<file path="src/rtl/arpc_pkg.sv">
// shared constants, types and state encoding for the arp cache responder
package arpc_pkg;

    localparam int          CACHE_ENTRIES_DEF = 16;
    localparam int          PADDR_W           = 4;
    localparam int          PDATA_W           = 64;

    localparam logic [31:0] HOST_IP_RST       = 32'h0A00_020F;
    localparam logic [47:0] LOCAL_MAC_RST     = 48'h0;

    localparam logic [15:0] HW_ETHERNET       = 16'h0001;
    localparam logic [15:0] PROTO_IPV4        = 16'h0800;
    localparam logic [15:0] OP_REQUEST        = 16'h0001;

    localparam logic        REQ_LOOKUP        = 1'b0;
    localparam logic        REQ_ARP           = 1'b1;

    // register select is paddr bit 3, low bits are byte lanes
    localparam logic        REG_HOST_IP       = 1'b0;
    localparam logic        REG_LOCAL_MAC     = 1'b1;

    typedef enum logic [1:0] {
        ST_IDLE,
        ST_SCAN,
        ST_WRITE,
        ST_DONE
    } arpc_state_t;

    typedef struct packed {
        logic        hit;
        logic [47:0] resolved_mac;
        logic        accepted;
        logic        send_reply;
        logic [47:0] reply_mac;
        logic [31:0] reply_ip;
    } arpc_result_t;

endpackage

</file>
<file path="src/rtl/arpc_table.sv">
// binding table: valid flops plus ip and mac memories with one read and one write port
module arpc_table #(
    parameter int ENTRIES = arpc_pkg::CACHE_ENTRIES_DEF,
    parameter int IDX_W   = 4
) (
    input  logic             clk,
    input  logic             rst_n,
    input  logic             rd_en,
    input  logic [IDX_W-1:0] rd_addr,
    output logic             rd_valid,
    output logic [31:0]      rd_ip,
    output logic [47:0]      rd_mac,
    input  logic             wr_en,
    input  logic [IDX_W-1:0] wr_addr,
    input  logic [31:0]      wr_ip,
    input  logic [47:0]      wr_mac
);

    logic [ENTRIES-1:0] valid_reg;
    logic [ENTRIES-1:0] valid_next;
    logic [31:0]        ip_mem  [ENTRIES];
    logic [47:0]        mac_mem [ENTRIES];
    logic               rd_valid_reg;
    logic [31:0]        rd_ip_reg;
    logic [47:0]        rd_mac_reg;

    always_comb
    begin
        valid_next = valid_reg;
        if (wr_en)
        begin
            valid_next[wr_addr] = 1'b1;
        end
    end

    always_ff @(posedge clk or negedge rst_n)
    begin
        if (!rst_n)
        begin
            valid_reg    <= '0;
            rd_valid_reg <= 1'b0;
        end
        else
        begin
            valid_reg <= valid_next;
            if (rd_en)
            begin
                rd_valid_reg <= valid_reg[rd_addr];
            end
        end
    end

    always_ff @(posedge clk)
    begin
        if (wr_en)
        begin
            ip_mem[wr_addr]  <= wr_ip;
            mac_mem[wr_addr] <= wr_mac;
        end
        if (rd_en)
        begin
            rd_ip_reg  <= ip_mem[rd_addr];
            rd_mac_reg <= mac_mem[rd_addr];
        end
    end

    assign rd_valid = rd_valid_reg;
    assign rd_ip    = rd_ip_reg;
    assign rd_mac   = rd_mac_reg;

endmodule

</file>
<file path="src/rtl/arpc_seq.sv">
// scan sequencer: walks the table once per lookup or well-typed arp packet through one shared ip compare
module arpc_seq #(
    parameter int ENTRIES = arpc_pkg::CACHE_ENTRIES_DEF,
    parameter int IDX_W   = 4
) (
    input  logic                  clk,
    input  logic                  rst_n,
    input  logic                  in_valid,
    output logic                  in_ready,
    input  logic                  req_type,
    input  logic [31:0]           query_ip,
    input  logic [15:0]           hw_type,
    input  logic [15:0]           ptype,
    input  logic [15:0]           arp_op,
    input  logic [31:0]           src_ip,
    input  logic [47:0]           src_mac,
    input  logic [31:0]           tgt_ip,
    input  logic [31:0]           host_ip,
    output logic                  rd_en,
    output logic [IDX_W-1:0]      rd_addr,
    input  logic                  rd_valid,
    input  logic [31:0]           rd_ip,
    input  logic [47:0]           rd_mac,
    output logic                  wr_en,
    output logic [IDX_W-1:0]      wr_addr,
    output logic [31:0]           wr_ip,
    output logic [47:0]           wr_mac,
    output logic                  res_valid,
    input  logic                  res_ready,
    output arpc_pkg::arpc_result_t res
);

    localparam int CNT_W = $clog2(ENTRIES + 1);

    arpc_pkg::arpc_state_t state_reg, state_next;

    logic [CNT_W-1:0] cnt_reg, cnt_next;
    logic             pend_reg, pend_next;
    logic [IDX_W-1:0] pend_idx_reg, pend_idx_next;
    logic             req_type_reg, req_type_next;
    logic [31:0]      key_reg, key_next;
    logic [47:0]      mac_reg, mac_next;
    logic             types_ok_reg, types_ok_next;
    logic             reply_reg, reply_next;
    logic             found_reg, found_next;
    logic [IDX_W-1:0] found_idx_reg, found_idx_next;
    logic [47:0]      found_mac_reg, found_mac_next;
    logic             empty_reg, empty_next;
    logic [IDX_W-1:0] empty_idx_reg, empty_idx_next;

    logic in_types_ok;
    logic in_fire;
    logic scan_end;
    logic match;
    logic empty_seen;

    assign in_types_ok = (hw_type == arpc_pkg::HW_ETHERNET) &&
                         (ptype == arpc_pkg::PROTO_IPV4);
    assign in_fire     = in_valid && in_ready;
    assign scan_end    = (cnt_reg == CNT_W'(ENTRIES)) && !pend_reg;
    assign match       = pend_reg && rd_valid && (rd_ip == key_reg);
    assign empty_seen  = pend_reg && !rd_valid;

    // next state
    always_comb
    begin
        state_next = state_reg;
        unique case (state_reg)
            arpc_pkg::ST_IDLE:
            begin
                if (in_valid)
                begin
                    if (req_type == arpc_pkg::REQ_ARP && !in_types_ok)
                    begin
                        state_next = arpc_pkg::ST_DONE;
                    end
                    else
                    begin
                        state_next = arpc_pkg::ST_SCAN;
                    end
                end
            end
            arpc_pkg::ST_SCAN:
            begin
                if (scan_end)
                begin
                    state_next = (req_type_reg == arpc_pkg::REQ_ARP) ?
                                 arpc_pkg::ST_WRITE : arpc_pkg::ST_DONE;
                end
            end
            arpc_pkg::ST_WRITE:
            begin
                state_next = arpc_pkg::ST_DONE;
            end
            arpc_pkg::ST_DONE:
            begin
                if (res_ready)
                begin
                    state_next = arpc_pkg::ST_IDLE;
                end
            end
            default:
            begin
                state_next = arpc_pkg::ST_IDLE;
            end
        endcase
    end

    // outputs
    always_comb
    begin
        in_ready  = (state_reg == arpc_pkg::ST_IDLE);
        rd_en     = (state_reg == arpc_pkg::ST_SCAN) && (cnt_reg < CNT_W'(ENTRIES));
        rd_addr   = cnt_reg[IDX_W-1:0];
        wr_en     = (state_reg == arpc_pkg::ST_WRITE);
        wr_ip     = key_reg;
        wr_mac    = mac_reg;
        if (found_reg)
        begin
            wr_addr = found_idx_reg;
        end
        else if (empty_reg)
        begin
            wr_addr = empty_idx_reg;
        end
        else
        begin
            wr_addr = '0;
        end
        res_valid = (state_reg == arpc_pkg::ST_DONE);
        res       = '0;
        if (req_type_reg == arpc_pkg::REQ_LOOKUP)
        begin
            res.hit          = found_reg;
            res.resolved_mac = found_reg ? found_mac_reg : 48'h0;
        end
        else
        begin
            res.accepted   = types_ok_reg;
            res.send_reply = reply_reg;
            res.reply_mac  = reply_reg ? mac_reg : 48'h0;
            res.reply_ip   = reply_reg ? key_reg : 32'h0;
        end
    end

    // datapath
    always_comb
    begin
        cnt_next       = cnt_reg;
        pend_next      = 1'b0;
        pend_idx_next  = pend_idx_reg;
        req_type_next  = req_type_reg;
        key_next       = key_reg;
        mac_next       = mac_reg;
        types_ok_next  = types_ok_reg;
        reply_next     = reply_reg;
        found_next     = found_reg;
        found_idx_next = found_idx_reg;
        found_mac_next = found_mac_reg;
        empty_next     = empty_reg;
        empty_idx_next = empty_idx_reg;
        if (in_fire)
        begin
            cnt_next      = '0;
            req_type_next = req_type;
            key_next      = (req_type == arpc_pkg::REQ_ARP) ? src_ip : query_ip;
            mac_next      = src_mac;
            types_ok_next = in_types_ok;
            reply_next    = (req_type == arpc_pkg::REQ_ARP) && in_types_ok &&
                            (arp_op == arpc_pkg::OP_REQUEST) && (tgt_ip == host_ip);
            found_next    = 1'b0;
            empty_next    = 1'b0;
        end
        else if (state_reg == arpc_pkg::ST_SCAN)
        begin
            if (rd_en)
            begin
                cnt_next      = cnt_reg + CNT_W'(1);
                pend_next     = 1'b1;
                pend_idx_next = rd_addr;
            end
            if (match && !found_reg)
            begin
                found_next     = 1'b1;
                found_idx_next = pend_idx_reg;
                found_mac_next = rd_mac;
            end
            if (empty_seen && !empty_reg)
            begin
                empty_next     = 1'b1;
                empty_idx_next = pend_idx_reg;
            end
        end
    end

    always_ff @(posedge clk or negedge rst_n)
    begin
        if (!rst_n)
        begin
            state_reg <= arpc_pkg::ST_IDLE;
            cnt_reg   <= '0;
            pend_reg  <= 1'b0;
            found_reg <= 1'b0;
            empty_reg <= 1'b0;
        end
        else
        begin
            state_reg <= state_next;
            cnt_reg   <= cnt_next;
            pend_reg  <= pend_next;
            found_reg <= found_next;
            empty_reg <= empty_next;
        end
    end

    always_ff @(posedge clk)
    begin
        pend_idx_reg  <= pend_idx_next;
        req_type_reg  <= req_type_next;
        key_reg       <= key_next;
        mac_reg       <= mac_next;
        types_ok_reg  <= types_ok_next;
        reply_reg     <= reply_next;
        found_idx_reg <= found_idx_next;
        found_mac_reg <= found_mac_next;
        empty_idx_reg <= empty_idx_next;
    end

endmodule

</file>
<file path="src/rtl/arp_cache_responder.sv">
// top level: config registers, table, scan sequencer and result register
//
// channel  | handshake            | payload
// ---------+----------------------+------------------------------------------------
// input    | in_valid / in_ready  | req_type query_ip hw_type ptype arp_op
//          |                      | src_ip src_mac tgt_ip
// output   | out_valid / out_ready| hit resolved_mac accepted send_reply
//          |                      | reply_mac reply_ip
// config   | psel penable pwrite  | paddr pwdata prdata (host_ip 0x0, local_mac 0x8)
//
// order of states: a lookup walks the table then finishes, an arp learn adds a table write
// after the walk, and a dropped packet skips the walk and goes straight to the result
// the walk reads one entry per cycle through the table read port and ip compare
// reset clears all valid bits at once, no clearing pass
// a finished result waits in the output register; the next transaction is taken meanwhile
// and holds in its last cycle until the output register is free
module arp_cache_responder #(
    parameter int CACHE_ENTRIES = arpc_pkg::CACHE_ENTRIES_DEF
) (
    input  logic                          clk,
    input  logic                          rst_n,
    input  logic                          psel,
    input  logic                          penable,
    input  logic                          pwrite,
    input  logic [arpc_pkg::PADDR_W-1:0]  paddr,
    input  logic [arpc_pkg::PDATA_W-1:0]  pwdata,
    output logic [arpc_pkg::PDATA_W-1:0]  prdata,
    output logic                          pready,
    input  logic                          in_valid,
    output logic                          in_ready,
    input  logic                          req_type,
    input  logic [31:0]                   query_ip,
    input  logic [15:0]                   hw_type,
    input  logic [15:0]                   ptype,
    input  logic [15:0]                   arp_op,
    input  logic [31:0]                   src_ip,
    input  logic [47:0]                   src_mac,
    input  logic [31:0]                   tgt_ip,
    output logic                          out_valid,
    input  logic                          out_ready,
    output logic                          hit,
    output logic [47:0]                   resolved_mac,
    output logic                          accepted,
    output logic                          send_reply,
    output logic [47:0]                   reply_mac,
    output logic [31:0]                   reply_ip
);

    localparam int IDX_W = (CACHE_ENTRIES > 1) ? $clog2(CACHE_ENTRIES) : 1;

    logic [31:0]            host_ip_reg, host_ip_next;
    logic [47:0]            local_mac_reg, local_mac_next;
    logic                   out_valid_reg, out_valid_next;
    arpc_pkg::arpc_result_t out_data_reg, out_data_next;

    logic                   cfg_wr;
    logic                   rd_en;
    logic [IDX_W-1:0]       rd_addr;
    logic                   rd_valid;
    logic [31:0]            rd_ip;
    logic [47:0]            rd_mac;
    logic                   wr_en;
    logic [IDX_W-1:0]       wr_addr;
    logic [31:0]            wr_ip;
    logic [47:0]            wr_mac;
    logic                   res_valid;
    logic                   res_ready;
    arpc_pkg::arpc_result_t res;

    assign pready = 1'b1;
    assign cfg_wr = psel && penable && pwrite;

    always_comb
    begin
        host_ip_next   = host_ip_reg;
        local_mac_next = local_mac_reg;
        if (cfg_wr)
        begin
            unique case (paddr[3])
                arpc_pkg::REG_HOST_IP:   host_ip_next   = pwdata[31:0];
                arpc_pkg::REG_LOCAL_MAC: local_mac_next = pwdata[47:0];
                default:                 host_ip_next   = host_ip_reg;
            endcase
        end
    end

    always_comb
    begin
        unique case (paddr[3])
            arpc_pkg::REG_HOST_IP:   prdata = {32'h0, host_ip_reg};
            arpc_pkg::REG_LOCAL_MAC: prdata = {16'h0, local_mac_reg};
            default:                 prdata = '0;
        endcase
    end

    assign res_ready = !out_valid_reg || out_ready;

    always_comb
    begin
        out_valid_next = out_valid_reg;
        out_data_next  = out_data_reg;
        if (res_valid && res_ready)
        begin
            out_valid_next = 1'b1;
            out_data_next  = res;
        end
        else if (out_ready)
        begin
            out_valid_next = 1'b0;
        end
    end

    always_ff @(posedge clk or negedge rst_n)
    begin
        if (!rst_n)
        begin
            host_ip_reg   <= arpc_pkg::HOST_IP_RST;
            local_mac_reg <= arpc_pkg::LOCAL_MAC_RST;
            out_valid_reg <= 1'b0;
        end
        else
        begin
            host_ip_reg   <= host_ip_next;
            local_mac_reg <= local_mac_next;
            out_valid_reg <= out_valid_next;
        end
    end

    always_ff @(posedge clk)
    begin
        out_data_reg <= out_data_next;
    end

    assign out_valid    = out_valid_reg;
    assign hit          = out_data_reg.hit;
    assign resolved_mac = out_data_reg.resolved_mac;
    assign accepted     = out_data_reg.accepted;
    assign send_reply   = out_data_reg.send_reply;
    assign reply_mac    = out_data_reg.reply_mac;
    assign reply_ip     = out_data_reg.reply_ip;

    arpc_table #(
        .ENTRIES (CACHE_ENTRIES),
        .IDX_W   (IDX_W)
    ) u_table (
        .clk      (clk),
        .rst_n    (rst_n),
        .rd_en    (rd_en),
        .rd_addr  (rd_addr),
        .rd_valid (rd_valid),
        .rd_ip    (rd_ip),
        .rd_mac   (rd_mac),
        .wr_en    (wr_en),
        .wr_addr  (wr_addr),
        .wr_ip    (wr_ip),
        .wr_mac   (wr_mac)
    );

    arpc_seq #(
        .ENTRIES (CACHE_ENTRIES),
        .IDX_W   (IDX_W)
    ) u_seq (
        .clk        (clk),
        .rst_n      (rst_n),
        .in_valid   (in_valid),
        .in_ready   (in_ready),
        .req_type   (req_type),
        .query_ip   (query_ip),
        .hw_type    (hw_type),
        .ptype      (ptype),
        .arp_op     (arp_op),
        .src_ip     (src_ip),
        .src_mac    (src_mac),
        .tgt_ip     (tgt_ip),
        .host_ip    (host_ip_reg),
        .rd_en      (rd_en),
        .rd_addr    (rd_addr),
        .rd_valid   (rd_valid),
        .rd_ip      (rd_ip),
        .rd_mac     (rd_mac),
        .wr_en      (wr_en),
        .wr_addr    (wr_addr),
        .wr_ip      (wr_ip),
        .wr_mac     (wr_mac),
        .res_valid  (res_valid),
        .res_ready  (res_ready),
        .res        (res)
    );

endmodule

</file>
<file path="config.mk">
export PLATFORM = sky130hd
export DESIGN_NAME = arp_cache_responder
export DESIGN_NICKNAME = d
export VERILOG_FILES = /design/src/rtl/arpc_pkg.sv /design/src/rtl/arpc_table.sv /design/src/rtl/arpc_seq.sv /design/src/rtl/arp_cache_responder.sv
export SDC_FILE = /design/constraint.sdc
export NUM_CORES = 2
export LEC_CHECK = 0
export ABC_AREA = 1
export BUFFER_PORTS_ARGS = -buffer_cell sky130_fd_sc_hd__buf_2
export CELL_PAD_IN_SITES_DETAIL_PLACEMENT = 1
export CELL_PAD_IN_SITES_GLOBAL_PLACEMENT = 1
export CORE_ASPECT_RATIO = 1.75
export CORE_MARGIN = 4
export CORE_UTILIZATION = 45
export DETAILED_ROUTE_END_ITERATION = 7
export GPL_ROUTABILITY_DRIVEN = 0
export GPL_TIMING_DRIVEN = 0
export PLACE_DENSITY = 0.73
export SYNTH_ARGS = -nofsm -noshare
export SYNTH_HDL_FRONTEND = slang
export SYNTH_SLANG_ARGS = --single-unit
</file>
<file path="constraint.sdc">
create_clock -name clk -period 17.5 [get_ports clk]
set_input_delay 0.875 -clock clk [delete_from_list [all_inputs] [get_ports clk]]
set_output_delay 0.875 -clock clk [all_outputs]
set_load 0.01 [all_outputs]
</file>
* Yosys cells after proc, flatten, opt, wreduce, memory -nomap -nowiden
Memories as Yosys holds them, arrays and structs flattened. A register that Yosys moved wholly into a read port is not among the register bits. Cells that the tools add are included.
Word-level totals: output and inout port bits 198, bits in latches 0, memories kept 2, logic and storage cells 119, bits in registers 382, ROM bits 0, bits in writable memories 1280, input bits 268
Memories:
- u_table.mac_mem | words 16, bits a word 48, read ports 1, clocked after Yosys merged registers in 1, write ports 1, RTL line arpc_table.sv:22 | logic [47:0] mac_mem [ENTRIES];
- u_table.ip_mem | words 16, bits a word 32, read ports 1, clocked after Yosys merged registers in 1, write ports 1, RTL line arpc_table.sv:21 | logic [31:0] ip_mem [ENTRIES];
Cells by class: muxes and demuxes 30, multiply operators 0, eq/ne operators 12, bitwise logic cells 4, add/sub/neg operators 1, divide/modulo/power cells 0, order comparisons 4, shifts and indexed selects 0, reductions and logical operators 41
Operators by type and width (count):
- 64-bit case mux with 2 select lines | 1
- 32-bit equality test | 2
- 16-bit by 1-bit equality test with 1-bit output (second input constant) | 2
- 32-bit two-way mux | 1
- 1-bit logical AND | 17
- 16-bit by 12-bit equality test with 1-bit output (second input constant) | 1
- 1-bit two-way mux | 16
- 16-bit OR | 1
- 5-bit two-way mux | 3
- 2-bit AND reduction | 6
- 3-bit AND reduction | 4
- 4-bit by 5-bit < comparator with 1-bit output (second input constant) | 2
- 2-bit nonzero test | 5
- 2-bit two-way mux | 4
- 4-bit two-way mux | 2
- 2-bit case mux with 4 select lines | 1
- 1-bit logical NOT | 6
- 5-bit by 1-bit adder with 5-bit output (second input constant) | 1
- 5-bit equality test (second input constant) | 1
- 5-bit < comparator (second input constant) | 1
- 1-bit binary-select mux with 4-bit select | 1
- 1-bit demux with 4-bit select | 1
- 2-bit equality test (second input constant) | 2
- 4-bit by 1-bit >= comparator with 1-bit output (second input constant) | 1
- 7 further kinds | 10

* Longest topological paths before layout
depth in word-level cells 7, gate-level depth with buffers 12

* By module
Synthesis repeated with hierarchy kept, for this count alone.
Second synthesis, totals: cell total of the unflattened synthesis 5370, area, all modules 68944.9 µm²
By module, submodules not included:
- arpc_table | cells each 3889, area each 53388.7 µm², times used 1
- arp_cache_responder | cells each 644, area each 7820.0 µm², times used 1
- arpc_seq | cells each 837, area each 7736.2 µm², times used 1

* Worst setup path before layout
No wires, ideal clock.
path kind input -> register, start input port out_ready, end register out_data_reg (netlist bit accepted) (enable), stages on the path 2, path buffers 0, path slack 9.618 ns, data arrival time 7.217 ns, data required time 16.835 ns, setup time 0.665 ns, cells stage by stage inv_1 a21oi_1
Between the ends: word-level cells in the longest chain between the ends 2
RTL lines:
- start: declaration | RTL line arp_cache_responder.sv:40 | input logic out_ready,
- 1-bit logical OR | RTL line arp_cache_responder.sv:96 | assign res_ready = !out_valid_reg || out_ready;
- 1-bit logical AND | RTL line arp_cache_responder.sv:102 | if (res_valid && res_ready)
- end signal: assignment | RTL line arp_cache_responder.sv:131 | out_data_reg <= out_data_next;
- end: declaration | RTL line arp_cache_responder.sv:54 | arpc_pkg::arpc_result_t out_data_reg, out_data_next;
Every way passes these cells. A chain may end at the register's enable or synchronous reset.

* Final worst setup path
start register u_seq.key_reg[4], in the netlist u_seq.wr_ip[4], end register u_seq.found_mac_reg[29] (enable)
Between the ends: word-level cells in the longest chain between the ends 4
RTL lines:
- start: declaration | RTL line arpc_seq.sv:41 | logic [31:0] key_reg, key_next;
- start signal: assignment | RTL line arpc_seq.sv:220 | key_reg <= key_next;
- 32-bit equality test | RTL line arpc_seq.sv:61 | assign match = pend_reg && rd_valid && (rd_ip == key_reg);
- 1-bit logical AND | RTL line arpc_seq.sv:61
- 1-bit logical AND | RTL line arpc_seq.sv:182 | if (match && !found_reg)
- 3-bit AND reduction (no source line)
- end signal: assignment | RTL line arpc_seq.sv:225 | found_mac_reg <= found_mac_next;
- end: declaration | RTL line arpc_seq.sv:47 | logic [47:0] found_mac_reg, found_mac_next;
Every way passes these cells.

==> metrics.yaml <==
outcome:
  status: "finished clean"
worst_setup_path:
  crit_path_max_fanout: 25
  rr_startpoint: "u_seq.wr_ip[4]"
  worstPathRequired_ns: 17.99
  r2r_setup_slack_ns: 13.32
  ff2ff_path_depth: 6
  end_kind: "flop"
  worst_setup_path_start_kind: "flop"
  r2r-end: "u_seq.found_mac_reg[29]"
  crit_arrival_ns: 4.66
  path_class: "reg2reg"
floorplanning:
  start_util: 0.453
  fp-row-count: 188
  die_w_um: 302
  dieArea_sq_um: 158000
  core_area_sq_um: 150000
  die_height_um: 522
  io_pins: 466
drt:
  firstDrtPassIters: 5
  detail-route-antenna-nets: 0
  wl_um: 236000
  vias: 46406
  drc: 0
  drtIter0Drc: 4179
  via_per_inst: 5.79
  wl_per_cell_um: 29.4
synthesis:
  synthCells: 5207
  syn_area_sq_um: 68000
  synthDistinctLibCells: 36
  synth-seq-area-share: 0.762
  dominantRegCellSynth: "edfxtp_1"
  async_reset_ff_frac: 0.0620
  synth_edf_count: 1634
  ys_ff_latch: 1742
  syn_area_per_cell_sq_um: 13.1
  ys_warn_count: 0
sta:
  final_max_slew_viol_count: 0
  relSlewSlack: 0.0255
  fin_worst_skew_ns: 0.0393
  finalCritPeriodShare: 0.239
  rsz0062_at_grt: "no"
  setup_violations: 0
  fin_tns_setup_ns: 0
  min_period_ns: 4.18
  fmax_mhz: 240
  worstMarginPinSlew_ns: 1.46
  finalHoldViolCount: 0
clock_tree:
  post_cts_resized: 0
  cts_hold_buffers: 1
  post-cts-setup-buffers: 0
  clock_latency_ns: 0.83
  max-clock-path-buffers: 3
  cts.htree.levels: 4
  clockRootBuffer: "clkbuf_16"
  clock-sinks: 1742
  cts_buffers: 160
  cts_tree: "yes"
  cts.reportedPaths.clkPinSlew_ns: 0.06
min_path:
  hold_path_end: "u_seq.wr_mac[46]"
  whs_path_depth: 1
  worstHoldStart: "src_mac[46]"
  hp-class: "in2reg"
global_routing:
  antenna_found_initial: 12
  grt_overflow: 0
  grt_start_max_net_pins: 70
  grt_pass1_wl_um: 334000
  grtUsageTotal: 0.295
  grt_pass1_vias: 50671
placed_design:
  io_buffers: 428
  dp_hpwl_um: 166000
layout:
  largest_reg_flops: 768
  fin_util: 0.529
  layout-drive-gt1-share: 0.154
  layout_commonest_cell: "edfxtp_1"
  nNetsFinal: 6157
  largest_registers: "u_table.mac_mem x768, u_table.ip_mem x512"
  regMostFlops: "u_table.mac_mem"
  syn_to_final_growth_pct: 16.9
  final_cell_mix: "edfxtp_1 (1634), nor2_1 (1001), o21ai_0 (694), nand2_1 (505), buf_2 (480)"
pwr:
  power_density_nw_per_um2: 155
  power.leakage_nw: 28.3
  ir_worst_vdd_v: 0.0000975
run:
  drv_cap: 0
kinds of logic (layout without fill, tap and decap cells):
group                    after synthesis  in the layout  synth area share
buffers and inverters                599           1392            0.0391
adder cells (fa/ha/maj)                6              6           0.00110
AND/OR/NAND/NOR                     1664           1664            0.0947
flip-flops                          1742           1742             0.762
AO/OA/AOI/OAI                       1118           1118            0.0917
XOR/XNOR                              28             28           0.00361
other                                  2             25          0.000110
multiplexers                          48             48           0.00795
critical path: stages (launching register included):
cell and delay [ns]:
edfxtp_1 0.66, xnor2_1 1.15, nand3_1 0.19, nor2_1 0.39
nand3_1 0.24, nor2_4 0.85, buf_12 0.30
synthesized netlist by cell type, types with 7 or more instances:
master	instances	area, sq um
clkbuf_1	171	642
dfrtp_1	101	2530
buf_1	20	75.1
buf_6	18	203
mux2_2	48	541
nand2_1	505	1900
buf_2	53	265
o21bai_1	7	52.6
inv_1	280	1050
nor2_1	1020	3830
xnor2_1	24	210
o22ai_1	160	1000
dfstp_2	7	184
nand3_1	120	601
o21ai_1	82	410
o211ai_1	164	1230
buf_4	54	405
edfxtp_1	1634	49100
o21ai_0	694	3470
report_power, final:
| part | internal, W | leakage (nW) | switching, W |
|---|---|---|---|
| clock network | 0.00189 | 2.45 | 0.00159 |
| registers | 0.00523 | 16.2 | 0.000319 |
| logic | 0.000895 | 9.71 | 0.00241 |
how the worst max path moves through the flow:
| stage | start | end |
|---|---|---|
| floorplan | out_ready | accepted |
| global placement | out_ready | reply_mac[40] |
| detailed placement | u_seq.wr_ip[4] | u_seq.found_mac_reg[44] |
| CTS | u_seq.wr_ip[4] | u_seq.found_mac_reg[25] |
| global route | u_seq.wr_ip[4] | u_seq.found_mac_reg[29] |
| finish | u_seq.wr_ip[4] | u_seq.found_mac_reg[29] |
layout make-up:
cell class | count | area [sq um]
inverters | 283 | 1070
clock buffers | 206 | 4270
flip-flops and latches | 1742 | 51800
well taps | 1995 | 2500
plain buffers | 316 | 1600
fillers | 15397 | 70600
diodes | 8 | 20.0
repair buffers | 499 | 3680
clock inverters | 88 | 774
multi-input cells | 2881 | 13700
metrics by stage:
stage | cell area, sq um | total power (W) | hold slack (ns) | setup WS (ns) | instances
global placement | 72700 | 0.00872 | 0.401 | 5.31 | 7645
CTS | 79400 | 0.0123 | 0.185 | 13.45 | 8010
finish | 79400 | 0.0123 | 0.231 | 13.32 | 8018
detailed placement | 74400 | 0.00887 | 0.406 | 13.53 | 7715
floorplan | 68000 | 0.00724 | 0.400 | 9.62 | 5222
global route | 79400 | 0.0128 | 0.202 | 13.45 | 8012
metal layers:
metal	part of all wire	vias to the layer above	GRT usage
met4	0.077	2	0.205
met3	0.067	798	0.0542
li1	-	19871	-
met1	0.32	23452	0.298
met2	0.53	2283	0.543
met5	0.000055	-	0
Power figures use the tool's default switching activity.
